### src/design/nspl_pkg.sv
package nspl_pkg;

    localparam int MAX_SEEDS       = 1024;
    localparam int GRID_COORD_BITS = 12;
    localparam int FRAC_BITS       = 8;

    // widths of the port fields
    localparam int FUNC_W    = 1;
    localparam int SIDX_W    = 10;
    localparam int SCOORD_W  = 20;
    localparam int PIX_W     = 12;
    localparam int REGION_W  = 10;
    localparam int CNT_W     = 11;

    // internal widths
    localparam int IDX_W     = (MAX_SEEDS > 1) ? $clog2(MAX_SEEDS) : 1;
    localparam int COORD_W   = GRID_COORD_BITS + FRAC_BITS;
    localparam int SQ_W      = 2 * COORD_W;
    localparam int DIST_W    = SQ_W + 1;
    localparam int CLAMP_W   = (CNT_W > IDX_W + 1) ? CNT_W : IDX_W + 1;
    localparam int LDCMP_W   = (SIDX_W > IDX_W + 1) ? SIDX_W : IDX_W + 1;

    localparam logic [FUNC_W-1:0] FUNC_LOAD  = 1'b0;
    localparam logic [FUNC_W-1:0] FUNC_LABEL = 1'b1;

    typedef enum logic [1:0] {
        ST_IDLE,
        ST_SCAN,
        ST_DRAIN,
        ST_DONE
    } t_state;

    typedef struct packed {
        logic [COORD_W-1:0] x;
        logic [COORD_W-1:0] y;
    } t_seed;

    // travels with each seed through the distance pipeline
    typedef struct packed {
        logic             valid;
        logic             first;
        logic             last;
        logic [IDX_W-1:0] idx;
    } t_tag;

endpackage

### src/design/nspl_dist.sv
module nspl_dist import nspl_pkg::*; (
    input  logic                       i_clk,
    input  logic                       i_rst_n,
    input  t_tag                       i_tag,
    input  t_seed                      i_seed,
    input  logic [GRID_COORD_BITS-1:0] i_px,
    input  logic [GRID_COORD_BITS-1:0] i_py,
    output t_tag                       o_tag,
    output logic                       o_match,
    output logic [DIST_W-1:0]          o_dist
);

    logic [COORD_W-1:0] pxf;
    logic [COORD_W-1:0] pyf;

    // stage A: differences and on-pixel check
    t_tag               r_tag_a;
    logic [COORD_W-1:0] r_dx;
    logic [COORD_W-1:0] r_dy;
    logic               r_match_a;
    // stage M: squares
    t_tag               r_tag_m;
    logic [SQ_W-1:0]    r_qx;
    logic [SQ_W-1:0]    r_qy;
    logic               r_match_m;
    // stage S: sum, carry kept
    t_tag               r_tag_s;
    logic [DIST_W-1:0]  r_dist;
    logic               r_match_s;

    assign pxf = COORD_W'(i_px) << FRAC_BITS;
    assign pyf = COORD_W'(i_py) << FRAC_BITS;

    always_ff @(posedge i_clk) begin
        if (!i_rst_n) begin
            r_tag_a.valid <= 1'b0;
            r_tag_m.valid <= 1'b0;
            r_tag_s.valid <= 1'b0;
        end else begin
            r_tag_a.valid <= i_tag.valid;
            r_tag_m.valid <= r_tag_a.valid;
            r_tag_s.valid <= r_tag_m.valid;
        end
    end

    always_ff @(posedge i_clk) begin
        r_tag_a.first <= i_tag.first;
        r_tag_a.last  <= i_tag.last;
        r_tag_a.idx   <= i_tag.idx;
        r_dx          <= (pxf >= i_seed.x) ? pxf - i_seed.x : i_seed.x - pxf;
        r_dy          <= (pyf >= i_seed.y) ? pyf - i_seed.y : i_seed.y - pyf;
        r_match_a     <= (i_seed.x[COORD_W-1:FRAC_BITS] == i_px) &&
                         (i_seed.y[COORD_W-1:FRAC_BITS] == i_py);

        r_tag_m.first <= r_tag_a.first;
        r_tag_m.last  <= r_tag_a.last;
        r_tag_m.idx   <= r_tag_a.idx;
        r_qx          <= SQ_W'(r_dx) * SQ_W'(r_dx);
        r_qy          <= SQ_W'(r_dy) * SQ_W'(r_dy);
        r_match_m     <= r_match_a;

        r_tag_s.first <= r_tag_m.first;
        r_tag_s.last  <= r_tag_m.last;
        r_tag_s.idx   <= r_tag_m.idx;
        r_dist        <= DIST_W'(r_qx) + DIST_W'(r_qy);
        r_match_s     <= r_match_m;
    end

    assign o_tag   = r_tag_s;
    assign o_match = r_match_s;
    assign o_dist  = r_dist;

endmodule
### config.mk
export PLATFORM = sky130hd
export DESIGN_NAME = nspl_dist
export DESIGN_NICKNAME = d
export VERILOG_FILES = /design/src/design/nspl_pkg.sv /design/src/design/nspl_dist.sv
export SDC_FILE = /design/constraint.sdc
export NUM_CORES = 2
export LEC_CHECK = 0
export ABC_AREA = 1
export BUFFER_PORTS_ARGS = -buffer_cell sky130_fd_sc_hd__buf_2
export CORE_AREA = 2 2 299 301
export DETAILED_ROUTE_END_ITERATION = 6
export DIE_AREA = 0 0 301 303
export REMOVE_ABC_BUFFERS = 1
export SETUP_SLACK_MARGIN = 0.3
export SYNTH_ARGS = -nofsm -noshare
export SYNTH_HDL_FRONTEND = slang
export SYNTH_SLANG_ARGS = --single-unit
### constraint.sdc
create_clock -name i_clk -period 5.5 [get_ports i_clk]
set_input_delay 0.825 -clock i_clk [delete_from_list [all_inputs] [get_ports i_clk]]
set_output_delay 0.825 -clock i_clk [all_outputs]
set_load 0.05 [all_outputs]
# --- After elaboration in Yosys (flattened, before gate mapping) ---
# Index checks and enable logic that the tools add are counted.
# Widths: inputs -> output; s select.
totals:
  out_inout_bits: 55
  elab_cells: 34
  ff_bits: 203
  input_bits: 79
classes:
  n_addsub: 5
  magnitude_cmp: 2
  multipliers: 2
  muxes: 2
  reduce_logical: 1
  eq_ne: 2
ops:
  columns: ["op", "count"]
  rows:
  - ["$mul 20x20->40", 2]
  - ["$sub 20x20->20", 4]
  - ["$add 40x40->41", 1]
  - ["$ge 20x20->1", 2]
  - ["$mux 20", 2]
  - ["$eq 12x12->1", 2]
  - ["$logic_and 1x1->1", 1]

# --- Depth between registers and ports, before layout ---
depth:
  word_depth: 2
  depth_mapped: 30
  mapped_depth_nobuf: 28

# --- Least setup slack after synthesis ---
# OpenSTA, ideal clock, no wires.
synth_timing:
  path_kind: "flip-flop to flip-flop"
  start: "register r_dx[8]"
  end: "register r_qx[33]"
  slack_ns: -0.419
  setup_time_ns: 0.112
  synth_period_minus_slack_ns: 5.919
  stages_incl_launch_ff: 25
  t_arrival_ns: 5.807
  n_path_buf: 2
  required_time_ns: 5.388
  path_cell_list: "dfxtp_1 -> clkbuf_1 -> buf_1 -> nand2_1 -> fa_1 -> inv_1 -> fa_1 -> fa_1 -> fa_1 -> inv_1 -> fa_1 -> inv_1 -> fa_1 -> fa_1 -> ha_1 -> nand2_1 -> inv_1 -> a21oi_1 -> inv_1 -> a21oi_1 -> nand2_1 -> nand2_1 -> nand2_1 -> nand2_1 -> nand2_1"
synth_between:
  elab_chain_len: 1
synth_rtl:
  columns: ["element", "line", "rtl"]
  rows:
  - ["from (decl)", "nspl_dist.sv:18", "logic [COORD_W-1:0] r_dx;"]
  - ["from (signal assigned)", "nspl_dist.sv:50", "r_dx <= (pxf >= i_seed.x) ? pxf - i_seed.x : i_seed.x - pxf;"]
  - ["$mul 20x20->40", "nspl_dist.sv:58", "r_qx <= SQ_W'(r_dx) * SQ_W'(r_dx);"]
  - ["to (signal assigned)", "nspl_dist.sv:58", null]
  - ["to (decl)", "nspl_dist.sv:23", "logic [SQ_W-1:0] r_qx;"]
# No other way between the ends.
# A chain may end at the register's enable or synchronous reset.

# --- Worst setup path after layout ---
layout_timing:
  start: "register r_dx[4]"
  end: "register r_qx[38]"
# Same word-level chain as after synthesis.

==> flow_summary.rst <==
.. list-table::
   :header-rows: 1

   * - Metric
     - Value
   * - Outcome
     - complete, but fails checks
   * - Violations in the final reports
     - setup timing
   * - Fin Hold WS
     - around 0.31 ns
   * - Placed cells
     - ~6.2k
   * - Area occupied by multi-input gates
     - around 29000 µm²
   * - Warnings from Yosys
     - 0
   * - Global route total overflow
     - 0
   * - Final critical-path required period
     - between 5 and 6 ns
   * - Via count of the first global-routing pass
     - a little over 30k
   * - Type of the worst setup path
     - flop to flop
   * - Number of DRC violations after detailed-routing iteration 0
     - roughly 1.3k
   * - First-pass GRT wire length
     - between 150000 and 200000 µm
   * - Fraction of layout cells with a size suffix above 1
     - ~25%
   * - Clock latency at the later pin of the worst-skew pair
     - between 0.5 and 0.6 ns
   * - Via count
     - just under 30k
   * - Number of setup violations in the final report
     - 35
   * - Clock tree buffer depth
     - 3
   * - Measured slew at the worst slew-check pin
     - ~0.6 ns
   * - Crit. End Element
     - flop
   * - Part of the Yosys area used for sequential elements
     - approximately 12%
   * - Hpwl dp
     - between 70000 and 80000 µm
   * - Crit-path max FO
     - 8
   * - PnR worst setup slack
     - -0.127 ns
   * - Crit path required time
     - 5.97 ns
   * - Routed vias/inst
     - about 4.6
   * - Relative max-transition margin
     - 58.5%
   * - Register area
     - roughly 4100 µm²
   * - Crit path buf inv count
     - 6
   * - Pin count of the biggest net entering global routing
     - 27
   * - Share of the clock period used by the worst path
     - 102%
   * - Die footprint
     - between 90000 and 100000 µm²
   * - Antenna-violating nets left
     - 0
   * - Fmax
     - approximately 0.18 GHz
   * - Post-synthesis average cell area
     - 7.45 µm²
   * - Largest cells by area after synthesis
     - sky130_fd_sc_hd__fa_1 (32%), sky130_fd_sc_hd__nand2_1 (14%), sky130_fd_sc_hd__ha_1 (14%), sky130_fd_sc_hd__inv_1 (14%), sky130_fd_sc_hd__dfxtp_1 (12%)
   * - Final Instance Area
     - around 44000 µm²
   * - Layout area overhead
     - 27.3%
   * - Count of buffers from port buffering
     - 133
   * - CTS tree
     - yes
   * - X dimension of the die
     - around 300 µm
   * - Final std cells w/o fill
     - 6359
   * - Number of antenna violations at the first check in global routing
     - 3
   * - Starting utilization of the core area
     - about two fifths
   * - Leading register cell type out of synthesis
     - sky130_fd_sc_hd__dfxtp_1
   * - Net count, final
     - just over 6k
   * - Peak per-stage delay on the critical path
     - approximately 0.55 ns
   * - Number of violations of the max-capacitance limit
     - 0
   * - Buffer type at the clock tree root
     - sky130_fd_sc_hd__clkbuf_16
   * - Crit path DAT
     - a little over 6 ns
   * - Share of the synthesized area in the top cell type
     - roughly a third
   * - Slowest stage cell on the critical path
     - sky130_fd_sc_hd__fa_1
   * - Cell Chain, Critical Path
     - buf_12, buf_12, nand2_4, inv_2, fa_2, fa_1, inv_2, fa_1, inv_2, fa_1, fa_1, fa_2, fa_1, ha_4, nand2_4, inv_4, nand2_4, nor2_4, nand4_1, nand3_4, nand2_4, nand3_2, nand2_1
   * - Number of cell rows
     - around 110
   * - Number of detailed-route iterations in the first pass
     - 7
   * - Depth of the CTS H-tree
     - 1
   * - Num CTS Buffers
     - 27
   * - Top delay family on crit path
     - adder cells
   * - Type of origin of the critical path
     - flop
   * - Standard cell area after detailed placement
     - between 30000 and 40000 µm²
   * - Total wire length
     - around 94000 µm
   * - Number of fill cells
     - 8413
   * - Share of synthesized registers carrying an async set or reset
     - 0%
   * - Gate Count Post-Synth
     - 4687
   * - Worst hold path class
     - flop to flop
   * - Number of enable-type register cells in the synthesized netlist
     - 0
   * - Overall routing resource usage
     - between 20% and 30%
   * - Average wire per cell in the routed design
     - between 10 and 15 µm
   * - Core region area
     - just under 90000 µm²
   * - Most repeated cell in the gate-level netlist after synthesis
     - sky130_fd_sc_hd__nand2_1
   * - Hold violation count in the final report
     - 0
   * - Clock skew
     - about 0.033 ns
   * - Clock transition at the registers of the reported paths
     - approximately 0.080 ns
   * - Number of max-slew violations in the final report
     - 0
   * - Number of distinct library cells after synthesis
     - 45
   * - Number of I/O pins
     - 134
   * - Dominant cell type by area after synthesis
     - sky130_fd_sc_hd__fa_1
   * - Synth cell count leaders
     - sky130_fd_sc_hd__nand2_1 (1332), sky130_fd_sc_hd__inv_1 (1284), sky130_fd_sc_hd__fa_1 (558), sky130_fd_sc_hd__ha_1 (389), sky130_fd_sc_hd__nor2_1 (222)
   * - CTS sink count
     - between 200 and 250
   * - Post-synthesis instance area
     - between 30000 and 40000 µm²
   * - Placer Congestion
     - 0.908
   * - Critical path's most frequent cell
     - sky130_fd_sc_hd__fa_1
   * - FF+latch count, synth
     - between 200 and 250
   * - Vertical die dimension
     - ~300 µm
   * - Setup repair after global routing missed its margin
     - true
   * - Post-route DRC violation count
     - 0
   * - End-of-flow core utilization
     - 50.5%
## per-stage QoR
| step | setup TNS (ns) | setup WS (ns) |
|---|---|---|
| 2_1_floorplan | -5.53 | -0.222 |
| 3_3_place_gp | -18.90 | -0.513 |
| 3_5_place_dp | -19.87 | -0.519 |
| 4_1_cts | -0.915 | -0.0827 |
| 5_1_grt | -10.51 | -0.296 |
| 6_report | -1.79 | -0.127 |
## per-layer routing
layer / track usage (%) / wire length [µm]
met5: 0 / 0
met4: 3.68 / 1860
met3: 2.56 / 4500
met2: 35.7 / 44300
met1: 28.8 / 43000
## logic make-up after synthesis
kind of cell,Yosys count,synth area share (%)
AO/OA/AOI/OAI,257,3.96
buffers and inverters,1382,15.0
AND/OR/NAND/NOR,1765,20.1
XOR/XNOR,135,3.49
flip-flops,201,11.5
adder cells (fa/ha/maj),947,45.9
## registers in the layout, summed over array words and instances, names as in the netlist
name       cells
r_match_m      1
r_dy          20
r_tag_a       13
r_qy          39
r_match_a      1
r_dx          20
r_qx          39
r_tag_m       13
o_match        1
o_tag         13
o_dist        41
## layout make-up
| cell class | instances | area share [%] |
|---|---|---|
| Clock buffer | 33 | 1.66 |
| Timing Repair Buffer | 547 | 10.2 |
| Antenna cell | 3 | 0.0169 |
| Inverter | 1289 | 10.9 |
| Clock inverter | 17 | 0.492 |
| Sequential cell | 201 | 9.25 |
| Tap cell | 1165 | 3.28 |
| Multi-Input combinational cell | 3104 | 64.2 |
## worst reg2reg max path, stage by stage, from the launching register on
cell and delay (ns):
sky130_fd_sc_hd__dfxtp_2 0.33, sky130_fd_sc_hd__buf_12 0.15, sky130_fd_sc_hd__buf_12 0.16, sky130_fd_sc_hd__nand2_4 0.07
sky130_fd_sc_hd__inv_2 0.05, sky130_fd_sc_hd__fa_2 0.43, sky130_fd_sc_hd__fa_1 0.55, sky130_fd_sc_hd__inv_2 0.04
sky130_fd_sc_hd__fa_1 0.51, sky130_fd_sc_hd__inv_2 0.04, sky130_fd_sc_hd__fa_1 0.53, sky130_fd_sc_hd__fa_1 0.44
sky130_fd_sc_hd__fa_2 0.55, sky130_fd_sc_hd__fa_1 0.46, sky130_fd_sc_hd__ha_4 0.34, sky130_fd_sc_hd__nand2_4 0.07
sky130_fd_sc_hd__inv_4 0.07, sky130_fd_sc_hd__nand2_4 0.07, sky130_fd_sc_hd__nor2_4 0.12, sky130_fd_sc_hd__nand4_1 0.17
sky130_fd_sc_hd__nand3_4 0.17, sky130_fd_sc_hd__nand2_4 0.08, sky130_fd_sc_hd__nand3_2 0.06, sky130_fd_sc_hd__nand2_1 0.06
## cell usage in the layout, fill, tap and decap left out, drive strengths merged, types with 21 or more instances in the layout
master | Yosys | routed
nand3 | 123 | 123
xnor2 | 26 | 26
dfxtp | 201 | 201
o21bai | 21 | 21
inv | 1287 | 1292
nand2 | 1349 | 1349
ha | 389 | 389
buf | 33 | 547
nor3 | 42 | 42
fa | 558 | 558
xor2 | 109 | 109
o21ai | 76 | 76
nor2 | 226 | 226
clkbuf | 60 | 33
a21oi | 140 | 140
## worst paths after layout
check / startpoint / to / slack (ns) / cells after the start
worst min-delay path: r_tag_m[11]$_DFF_P_ / o_tag[11]$_DFF_P_ / 0.31 / 0
worst min register to register: r_tag_m[11]$_DFF_P_ / o_tag[11]$_DFF_P_ / 0.31 / 0
worst max-delay path: r_dx[4]$_DFF_P_ / r_qx[38]$_DFF_P_ / -0.13 / 23
worst max register to register: r_dx[4]$_DFF_P_ / r_qx[38]$_DFF_P_ / -0.13 / 23
## what timing repair did
| item | CTS | global route |
|---|---|---|
| hold buffers | 0 | 0 |
| pin swaps | 259 | 192 |
| setup buffers | 41 | 22 |
| gates cloned | 2 | 0 |
| gates resized for setup | 565 | 350 |
| endpoints found under the setup margin | 63 | 63 |
Power is not shown: default switching activity piles up to over one toggle a cycle in this logic, so the estimate is an artifact.
